File: src/ditmono_pkg.sv
package ditmono_pkg;

	localparam int MAX_WIDTH  = 1024;
	localparam int MAX_HEIGHT = 1024;

	localparam int CFG_W  = 11;
	localparam int COL_W  = $clog2(MAX_WIDTH);
	localparam int ROW_W  = $clog2(MAX_HEIGHT);
	localparam int ERR_W  = 12;
	localparam int SUM_W  = 14;
	localparam int DIV_W  = 18;
	localparam int GRAY_W = 8;
	localparam int ADDR_W = 3;

	localparam logic [CFG_W-1:0] WIDTH_RESET  = CFG_W'(128);
	localparam logic [CFG_W-1:0] HEIGHT_RESET = CFG_W'(64);

	// register index, taken from paddr[2]
	localparam logic REG_WIDTH  = 1'b0;
	localparam logic REG_HEIGHT = 1'b1;

	localparam int GW_B     = 18;
	localparam int GW_G     = 184;
	localparam int GW_R     = 54;
	localparam int GRAY_RND = 128;
	localparam int THRESH   = 127;
	localparam int WHITE_LV = 255;

	typedef struct packed {
		logic [7:0] blue;
		logic [7:0] green;
		logic [7:0] red;
	} pix_t;

	typedef struct packed {
		logic             dot_black;
		logic             mask_white;
		logic [COL_W-1:0] column;
		logic [ROW_W-1:0] row;
		logic             frame_last;
	} mono_t;

	typedef struct packed {
		logic             white;
		logic [ERR_W-1:0] rc_next;
		logic [ERR_W-1:0] pb0_next;
		logic [ERR_W-1:0] pb1_next;
		logic             wa_en;
		logic [ERR_W-1:0] wa_data;
		logic             wb_en;
		logic [ERR_W-1:0] wb_data;
	} diff_t;

	// signed divide by 16, truncating toward zero
	function automatic logic signed [DIV_W-1:0] div16(input logic signed [DIV_W-1:0] x);
		logic signed [DIV_W-1:0] rnd;
		logic signed [DIV_W-1:0] t;
		rnd = DIV_W'(15);
		t = x[DIV_W-1] ? x + rnd : x;
		return t >>> 4;
	endfunction

endpackage

File: src/ditmono_diffuse.sv
module ditmono_diffuse import ditmono_pkg::*; (
	input  logic [GRAY_W-1:0] gray,
	input  logic [ERR_W-1:0]  rc,
	input  logic [ERR_W-1:0]  below,
	input  logic [ERR_W-1:0]  pb0,
	input  logic [ERR_W-1:0]  pb1,
	input  logic [COL_W-1:0]  col,
	input  logic              last_col,
	input  logic              last_row,
	output diff_t             d
);

	localparam logic signed [SUM_W-1:0] THR = SUM_W'(THRESH);
	localparam logic signed [SUM_W-1:0] WLV = SUM_W'(WHITE_LV);
	localparam logic signed [DIV_W-1:0] K7  = DIV_W'(7);
	localparam logic signed [DIV_W-1:0] K5  = DIV_W'(5);
	localparam logic signed [DIV_W-1:0] K3  = DIV_W'(3);

	logic signed [SUM_W-1:0] old_v;
	logic signed [SUM_W-1:0] err;
	logic signed [DIV_W-1:0] err_x;
	logic signed [DIV_W-1:0] e7, e5, e3, e1;
	logic                    white;
	logic [ERR_W-1:0]        mid;

	always_comb begin
		old_v = $signed({{(SUM_W-GRAY_W){1'b0}}, gray})
			+ SUM_W'($signed(rc)) + SUM_W'($signed(below));
		white = old_v > THR;
		err   = white ? old_v - WLV : old_v;
		err_x = DIV_W'(err);
		e7    = div16(err_x * K7);
		e5    = div16(err_x * K5);
		e3    = div16(err_x * K3);
		e1    = div16(err_x);
		mid   = pb1 + e5[ERR_W-1:0];

		d.white     = white;
		d.rc_next   = last_col ? '0 : e7[ERR_W-1:0];
		d.wa_en     = !last_row && (col != '0);
		d.wa_data   = pb0 + e3[ERR_W-1:0];
		d.wb_en     = !last_row && last_col;
		d.wb_data   = mid;
		// row end or last row: no next-row partial sum carries into the next column
		d.pb0_next  = (last_row || last_col) ? '0 : mid;
		d.pb1_next  = (last_row || last_col) ? '0 : e1[ERR_W-1:0];
	end

endmodule

File: config.mk
export PLATFORM = sky130hd
export DESIGN_NAME = ditmono_diffuse
export DESIGN_NICKNAME = d
export VERILOG_FILES = /design/src/ditmono_pkg.sv /design/src/ditmono_diffuse.sv
export SDC_FILE = /design/constraint.sdc
export NUM_CORES = 1
export LEC_CHECK = 0
export BUFFER_PORTS_ARGS = -buffer_cell sky130_fd_sc_hd__clkbuf_2
export CORE_MARGIN = 4
export CORE_UTILIZATION = 25
export DETAILED_ROUTE_END_ITERATION = 7
export PLACE_DENSITY = 0.51
export SYNTH_ARGS = -nofsm -noshare
export SYNTH_HDL_FRONTEND = slang
export SYNTH_SLANG_ARGS = --single-unit
File: constraint.sdc
create_clock -name vclk -period 10.7
set_input_delay 0.535 -clock vclk [all_inputs]
set_output_delay 0.535 -clock vclk [all_outputs]
set_load 0.01 [all_outputs]
* Word-level counts from Yosys, hierarchy flattened *
Cells that the tools add are included.

operators by class
  add/subtract/negate cells = 9
  multiply operators = 3
  divide/modulo/power cells = 0
  $lt $le $gt $ge = 1
  eq/ne operators = 0
  shifts and indexed selects = 0
  mux-type cells = 8
  bitwise operators = 0
  reduce and logical (&&, ||, !) cells = 5

operator list
  kind                                                 count
  two-way mux 16 bit                                   4
  adder 16 x 5 -> 16 bit, second input constant        3
  multiplier 14 x 4 -> 18 bit, second input constant   2
  two-way mux 12 bit                                   3
  adder 12 bit                                         2
  multiplier 14 x 3 -> 17 bit, second input constant   1
  adder 14 x 5 -> 15 bit, second input constant        1
  adder 13 x 12 -> 14 bit                              1
  > comparator 14 x 8 -> 1 bit, second input constant  1
  two-way mux 14 bit                                   1
  subtractor 14 x 9 -> 14 bit, second input constant   1
  adder 9 x 12 -> 13 bit                               1
  nonzero test 10 bit                                  1
  logical AND 1 bit                                    2
  logical NOT 1 bit                                    1
  logical OR 1 bit                                     1

storage, ports and cells
  flip-flop bits (word level) = 0
  bits in latches = 0
  memory bits (writable) = 0
  memory bits (read-only) = 0
  input port bits = 68
  output and inout port bits = 63
  word-level logic and storage cells = 26
  memories = 0

* Logic depth before layout (Yosys ltp) *
Gate-level depths: netlist of the first run.

  depth after elaboration = 9
  gate-level depth with buffers = 41
  gate-level depth less buffers = 41

* Least setup slack after synthesis of the first run *
No wires, ideal clock.

  path type = input to output
  start point = input gray[1]
  end point = output d[48] (netlist name)
  arrival = 8.191 ns
  required time = 10.165 ns
  slack = 1.974 ns
  stages on the path = 40
  path buffers = 1
  cell sequence = inv_1 fa_1 inv_1 ha_1 fa_1 a21o_1 a311oi_1 o21ai_1 xnor2_2 and4b_1 buf_6 a211oi_1 xnor2_1 inv_1 xnor2_1 ha_1 inv_1 fa_1 [... 4 more ...] a31oi_1 nand2_1 xnor2_2 a21boi_2 nand2_1 xnor2_1 ha_1 nor2b_1 o21ai_0 a21boi_0 o21ai_0 nand2b_1 a21o_1 a21o_1 a21o_1 a21o_1 xor2_1 nor3b_1

RTL lines
  item             RTL line               RTL
  start, declared  ditmono_diffuse.sv:2   input logic [GRAY_W-1:0] gray,
  end, declared    ditmono_diffuse.sv:10  output diff_t d

==> impl_metrics.yaml, run 1 <==
worst_setup_path:
  end_kind: "output pin"
  cp.arrival_ns: 9.22
  endpoint: "d[24]"
  crit_top_cell: "xnor2_1"
  cp_data_required_time_ns: 10.17
  critPathSlowestCell: "fa_1"
  crit_type: "in2out"
  start_kind: "input port"
  slowest_delay_ns: 0.53
  cp-startpoint: "gray[1]"
  path_max_fanout: 6
global_route:
  grt_max_degree: 27
  antenna_found_initial: 0
  grt_pass1_wl_um: 28810
  grtUsageTotal: 0.1252
  grt_pass1_vias: 5775
  grt-ovfl-total: 0
detailed_routing:
  wl_um: 17750
  via_per_inst: 4.766
  drc: 0
  drtPass1Iterations: 4
  vias: 6043
  drtIter0Drc: 238
  postRouteAntennaNets: 0
  detail_route.wl_per_cell_um: 14.00
synth:
  synth_nets: 1021
  syn-cell-area_um2: 6192
  synthSimpleGateAreaFrac: 0.2118
  yosysTopAreaCell: "ha_1"
  ys_types: 82
  synth_area_leaders: "ha_1 19%, xnor2_1 11%, fa_1 8.1%"
  synth_mux_area_frac: 0.01010
  avgSynthCellArea_um2: 7.425
  synth_adder_area_share: 0.2708
  yosys_warnings: 0
  netlist.area_leader.share: 0.1899
  synth_top_family_by_area: "adder cells"
  syn_inst: 834
  yosysSeqAreaShare: 0
  synth-compound-area-share: 0.2675
  synth_xor_area_frac: 0.1673
clocking:
  hold_buffers: 0
  cts_setup_buffers: 0
  post_cts_resized: 0
cells_and_area:
  area_delta_synth_final_pct: 15.48
  drive_gt1_frac: 0.1790
  nClkBuffers: 0
  final-seq-area_um2: 0
  antennaDiodeCount: 0
  fill_cells: 2655
  fin_nets: 1133
  seq_cell_count: 0
  postLayoutCellArea_um2: 7151
place:
  gp_congestion: 0.8577
  dpl_cell_area_um2: 7151
  port-buffer-count: 131
  place_ws_ns: 0.8981
  dp_hpwl_um: 15520
timing:
  period_needed_ns: 9.753
  relSlewSlack: 0.3709
  drv_slew: 0
  fin_hold_ws_ns: 1.388
  rsz0062_at_grt: "false"
  period_share: 0.9115
  setup_viol: 0
  fin_setup_tns_ns: 0
  fin_ws_ns: 0.9470
  fmax_mhz: 102.5
  worst_pin_slew_ns: 0.9369
  hold_viol_final: 0
floorplanning:
  die_w_um: 165.4
  io_pins: 131
  core_area_um2: 24320
  start_util: 0.2546
  die_height_um: 165.4
  rows: 57
  die_area_um2: 27350
worst_hold_path:
  hold_path.class: "in2out"
  hold_depth: 3
outcome:
  status: "complete, no violations"
job:
  drv_cap: 0
-- critical path, delay by kind of cell --
family | cells | cell delay, ns
AO/OA/AOI/OAI | 17 | 3.45
XOR/XNOR | 7 | 1.64
adder cells (fa/ha/maj) | 7 | 2.50
buffers and inverters | 5 | 0.49
AND/OR/NAND/NOR | 4 | 0.61
-- worst min path at each step --
stage          slack [ns]   start  endpoint
2_1_floorplan        1.22  pb0[0]     d[13]
3_3_place_gp         1.39  pb0[0]     d[13]
3_5_place_dp         1.40  pb0[0]     d[13]
4_1_cts              1.40  pb0[0]     d[13]
5_1_grt              1.42  pb0[0]     d[13]
6_report             1.39  pb0[0]     d[13]
-- logic make-up after synthesis --
family | after synthesis
simple gates | 257
compound gates | 230
fa+ha+maj | 119
xor+xnor | 114
buf+inv | 108
mux | 6
-- synth_stat cells (all sizes together), types with 3 or more instances --
| library cell | n |
|---|---|
| o31ai | 7 |
| inv | 83 |
| and3 | 6 |
| o21a | 12 |
| a221oi | 5 |
| nor4 | 4 |
| o21bai | 8 |
| nor2 | 82 |
| ha | 94 |
| o22ai | 3 |
| a41oi | 3 |
| a21boi | 4 |
| clkbuf | 14 |
| a311oi | 4 |
| nor3 | 16 |
| nand4 | 7 |
| mux2i | 4 |
| nand2b | 14 |
| xor2 | 34 |
| or3 | 4 |
| nor2b | 18 |
| buf | 11 |
| nand3 | 23 |
| nor3b | 12 |
| nand2 | 46 |
| a21o | 35 |
| or2 | 6 |
| a31oi | 7 |
| a2111oi | 6 |
| a21oi | 54 |
| xnor2 | 80 |
| o211ai | 7 |
| and2 | 9 |
| a211oi | 16 |
| fa | 25 |
| o21ai | 34 |
-- layer usage --
layer	GRT usage	wire length [um]	up-vias
met5	0	0	-
met4	0.004874	84	0
met3	0.01018	1029	4
met2	0.2134	7818	121
met1	0.1817	8820	2735
li1	-	-	3183
-- cell usage in the layout (no fill, tap or decap), drive strengths merged, types with 5 or more instances in the layout --
cell     instances
a2111oi          6
a211oi          16
a21o            35
a21oi           54
a221oi           5
a31oi            7
and2             9
and3             6
clkbuf         131
fa              25
ha              94
inv             83
nand2           46
nand2b          14
nand3           23
nand4            7
nor2            82
nor2b           18
nor3            16
nor3b           12
o211ai           7
o21a            12
o21ai           34
o21bai           8
o31ai            7
or2              6
xnor2           80
xor2            34
-- through the flow --
step                      std cells  utilization
after CTS                      1268       0.2940
after global placement         1268       0.2940
after global routing           1268       0.2940
after detailed placement       1268       0.2940
after floorplan                 834            -
final                          1268       0.2940
-- layout make-up --
cell class         instances  area [um^2]  area share
multi-input cells        726         5743      0.8031
inverters                 83        316.6     0.04427
repair buffers           135        685.7     0.09589
well taps                324        405.4     0.05669
Power of run 1 is left out: the tool's default activity adds up to more than one toggle a clock period on the data nets, which glitch-free logic cannot reach.
==> run 2: changes to the inputs <==
--- a/config.mk
+++ b/config.mk
@@ -5,11 +5,12 @@
 export SDC_FILE = /design/constraint.sdc
 export NUM_CORES = 1
 export LEC_CHECK = 0
+export ABC_AREA = 1
 export BUFFER_PORTS_ARGS = -buffer_cell sky130_fd_sc_hd__clkbuf_2
 export CORE_MARGIN = 4
 export CORE_UTILIZATION = 25
 export DETAILED_ROUTE_END_ITERATION = 7
-export PLACE_DENSITY = 0.51
+export PLACE_DENSITY = 0.44
 export SYNTH_ARGS = -nofsm -noshare
 export SYNTH_HDL_FRONTEND = slang
 export SYNTH_SLANG_ARGS = --single-unit
==> run 2 against run 1 <==
Count of clock-buffer cells in the layout unchanged. Sequential share of layout area stayed put. Worst setup slack improved by 1.0 ns. Fmax up 12%. Largest cell class unchanged.
==> impl_metrics.yaml, run 2 <==
synth:
  avgSynthCellArea_um2: 5.850
  yosysSeqAreaShare: 0
  yosys-top-cells-count: "288 x nand2_1, 196 x inv_1, 129 x nor2_1"
  yosys_warnings: 0
  synth_area_leaders: "ha_1 18%, nand2_1 16%, inv_1 11%"
  synth_nets: 1333
  syn_inst: 1146
  syn-cell-area_um2: 6704
  netlist.area_leader.share: 0.1754
  ys_types: 48
  yosysTopAreaCell: "ha_1"
  yosysMostFrequentCell: "nand2_1"
place:
  dp_hpwl_um: 17910
  port-buffer-count: 131
  gp_congestion: 0.8645
  dpl_cell_area_um2: 7720
detailed_routing:
  via_per_inst: 4.459
  drc: 0
  drtIter0Drc: 267
  drtPass1Iterations: 4
  postRouteAntennaNets: 0
  wl_um: 19930
  detail_route.wl_per_cell_um: 12.42
  vias: 7156
global_route:
  grt-ovfl-total: 0
  grt_pass1_vias: 6894
  grt_pass1_wl_um: 33290
  grt_max_degree: 18
  grtUsageTotal: 0.1320
  antenna_found_initial: 0
worst_setup_path:
  cp-startpoint: "gray[1]"
  start_kind: "input port"
  cp_data_required_time_ns: 10.17
  crit_top_cell: "nand2_1"
  critPathSlowestCell: "fa_1"
  crit_type: "in2out"
  slowest_delay_ns: 0.53
  path_max_fanout: 11
  end_kind: "output pin"
  cp.arrival_ns: 8.20
timing:
  period_needed_ns: 8.731
  drv_slew: 0
  worst_pin_slew_ns: 0.5903
  period_share: 0.8160
  fin_hold_ws_ns: 1.325
  hold_viol_final: 0
  relSlewSlack: 0.6036
  fin_setup_tns_ns: 0
  fmax_mhz: 114.5
  rsz0062_at_grt: "false"
  setup_viol: 0
cells_and_area:
  seq_cell_count: 0
  final_common_cell: "nand2_1"
  area_delta_synth_final_pct: 15.15
  fin_nets: 1459
  layout_common_cells: "288 x nand2_1, 196 x inv_1, 131 x clkbuf_2, 129 x nor2_1, 94 x ha_1"
  postLayoutCellArea_um2: 7720
  antennaDiodeCount: 0
  final-seq-area_um2: 0
  nClkBuffers: 0
  drive_gt1_frac: 0.1614
floorplanning:
  rows: 59
  die_w_um: 171.8
  die_area_um2: 29500
  die_height_um: 171.8
  start_util: 0.2558
  core_area_um2: 26210
  io_pins: 131
outcome:
  status: "complete, no violations"
job:
  drv_cap: 0
clocking:
  hold_buffers: 0
  post_cts_resized: 0
  cts_setup_buffers: 0
worst_hold_path:
  hold_path.class: "in2out"
  hold_start: "last_row"
run 2: cell type report:
type               instances  area (um^2)
repair buffers           134        678.2
inverters                208        783.3
fillers                 2945        18490
well taps                335        419.2
multi-input cells        928         5839
run 2: path summary, 6_finish.rpt:
kind	to	slack, ns	depth (start not counted)
min	d[25]	1.33	3
max	d[48]	1.97	44
run 2: kinds of logic (layout without fill, tap and decap cells):
family,Yosys count,count (layout),synth area share
adders and majority gates,119,119,0.2501
AOI/OAI and AO/OA,123,123,0.1107
buffers and inverters,218,342,0.1290
xor gates and xnor gates,85,85,0.1133
and+or+nand+nor,601,601,0.3970
run 2: per-layer routing:
layer | up-vias | track usage | wire length, um
met5 | - | 0 | 0
met4 | 0 | 0.002734 | 56
met3 | 2 | 0.003447 | 583
met2 | 95 | 0.2339 | 9410
met1 | 3178 | 0.1900 | 9878
li1 | 3881 | - | -
run 2: through the flow:
step           worst slack, ns  std cells    util
2_1_floorplan            2.941       1146       -
3_3_place_gp             2.131       1605  0.2946
3_5_place_dp             1.957       1605  0.2946
4_1_cts                  1.932       1605  0.2946
5_1_grt                  1.217       1605  0.2946
6_report                 1.969       1605  0.2946
run 2: critical path, delay by kind of cell:
family,cells,cell delay (ns)
AOI/OAI and AO/OA,7,1.30
xor gates and xnor gates,5,1.22
adders and majority gates,7,2.40
buffers and inverters,8,0.78
and+or+nand+nor,17,1.95
Power of run 2 is left out for the same reason.
==> run 3: changes to the inputs <==
==> constraint.sdc (replaced) <==
create_clock -name vclk -period 9.1
set_input_delay 0.455 -clock vclk [all_inputs]
set_output_delay 0.455 -clock vclk [all_outputs]
set_load 0.01 [all_outputs]
==> run 3 against run 2 <==
Worst hold slack worse by 0.16 ns. Wire length increased by 0.82%. Non-clock buffer count up 1. Critical path depth shrank 1. Sequential cell count stayed put. Global-route usage up 0.24 points. Count of clock-buffer cells in the layout did not move. Core utilization up 0.28 points. Worst setup slack got worse by 1.2 ns. Sequential share of layout area unchanged. Final cell count about the same. Critical path type unchanged. Critical endpoint unchanged.
==> impl_metrics.yaml, run 3 (synthesized netlist as in run 2, its figures left out) <==
cells_and_area:
  antennaDiodeCount: 0
  layout_common_cells: "287 x nand2_1, 196 x inv_1, 131 x clkbuf_2, 128 x nor2_1, 94 x ha_1"
  fill_cells: 3039
  fin_cells: 1606
  final-seq-area_um2: 0
  nClkBuffers: 0
  seq_cell_count: 0
  fin_nets: 1460
  post-route-util: 0.2974
  drive_gt1_frac: 0.1684
  final_common_cell: "nand2_1"
  area_delta_synth_final_pct: 16.24
  multi_input_area_um2: 5904
detailed_routing:
  detail_route.wl_per_cell_um: 12.51
  drc: 0
  postRouteAntennaNets: 0
  drtIter0Drc: 251
  via_per_inst: 4.486
  drtPass1Iterations: 4
  vias: 7205
  wl_um: 20090
global_route:
  grt-ovfl-total: 0
  grtUsageTotal: 0.1344
  grt-busiest-layer: "met2"
  grt_max_degree: 18
  grt_pass1_wl_um: 33810
  grtUsageMet1: 0.1896
  met2_usage: 0.2419
  grt_pass1_vias: 7042
  antenna_found_initial: 0
  use_met3: 0.001609
worst_setup_path:
  crit_type: "in2out"
  cp.arrival_ns: 7.83
  start_kind: "input port"
  end_kind: "output pin"
  cp_data_required_time_ns: 8.65
  slowest_delay_ns: 0.52
  crit_top_cell: "nand2_1"
  critPathSlowestCell: "fa_1"
  path_max_fanout: 7
  cp-startpoint: "gray[1]"
timing:
  fmax_mhz: 120.7
  period_share: 0.9107
  worst_pin_slew_ns: 0.6268
  period_needed_ns: 8.288
  relSlewSlack: 0.5791
  drv_slew: 0
  setup_viol: 0
  hold_viol_final: 0
place:
  dp_hpwl_um: 17990
  port-buffer-count: 131
  dp.cells: 1606
  gp_congestion: 0.8558
floorplanning:
  die_area_um2: 29500
  io_pins: 131
  die_height_um: 171.8
  start_util: 0.2558
  die_w_um: 171.8
  rows: 59
  core_area_um2: 26210
worst_hold_path:
  hold_path.class: "in2out"
  min_to: "d[25]"
  hold_depth: 3
  hold_start: "last_row"
clocking:
  hold_buffers: 0
outcome:
  status: "complete, no violations"
job:
  drv_cap: 0
## run 3: worst max-delay path, delay by kind of cell
| kind | cells | cell delay (ns) |
|---|---|---|
| xor+xnor | 5 | 1.13 |
| simple gates | 17 | 2.10 |
| buf+inv | 7 | 0.53 |
| compound gates | 7 | 1.21 |
| fa+ha+maj | 7 | 2.39 |
## run 3: worst max path at each step
stage | cells past startpoint | slack, ns | end
global placement | 43 | 0.60 | d[48]
global route | 49 | -0.01 | d[49]
finish | 43 | 0.81 | d[48]
floorplan | 44 | 1.50 | d[48]
CTS | 43 | 0.39 | d[48]
detailed placement | 43 | 0.44 | d[48]
## run 3: area by class of cell
cell class                 instances  share of cell area
timing repair buffer             135             0.08799
multi-input combinational        928              0.7577
tap                              335             0.05379
inverter                         208              0.1005
## run 3: what timing repair did
item,in CTS,in global routing
endpoints found under the setup margin,0,6
endpoints found under the hold margin,0,0
gates resized for setup,0,10
setup buffers,0,0
## run 3: stage by stage
step / setup TNS, ns / instance area (um^2) / setup slack (ns) / hold WS (ns)
global placement: 0 / 7727 / 0.6023 / 1.172
detailed placement: 0 / 7727 / 0.4376 / 1.174
finish: 0 / 7792 / 0.8124 / 1.170
floorplan: 0 / 6704 / 1.501 / 0.9541
global route: -0.01393 / 7792 / -0.01393 / 1.208
CTS: 0 / 7727 / 0.3942 / 1.176
## run 3: metal layers
| layer | vias to the layer above | share of wire |
|---|---|---|
| met5 | - | 0 |
| met4 | 0 | 0.0049 |
| met3 | 4 | 0.020 |
| met2 | 86 | 0.47 |
| met1 | 3227 | 0.50 |
| li1 | 3888 | - |
Power of run 3 is left out for the same reason.
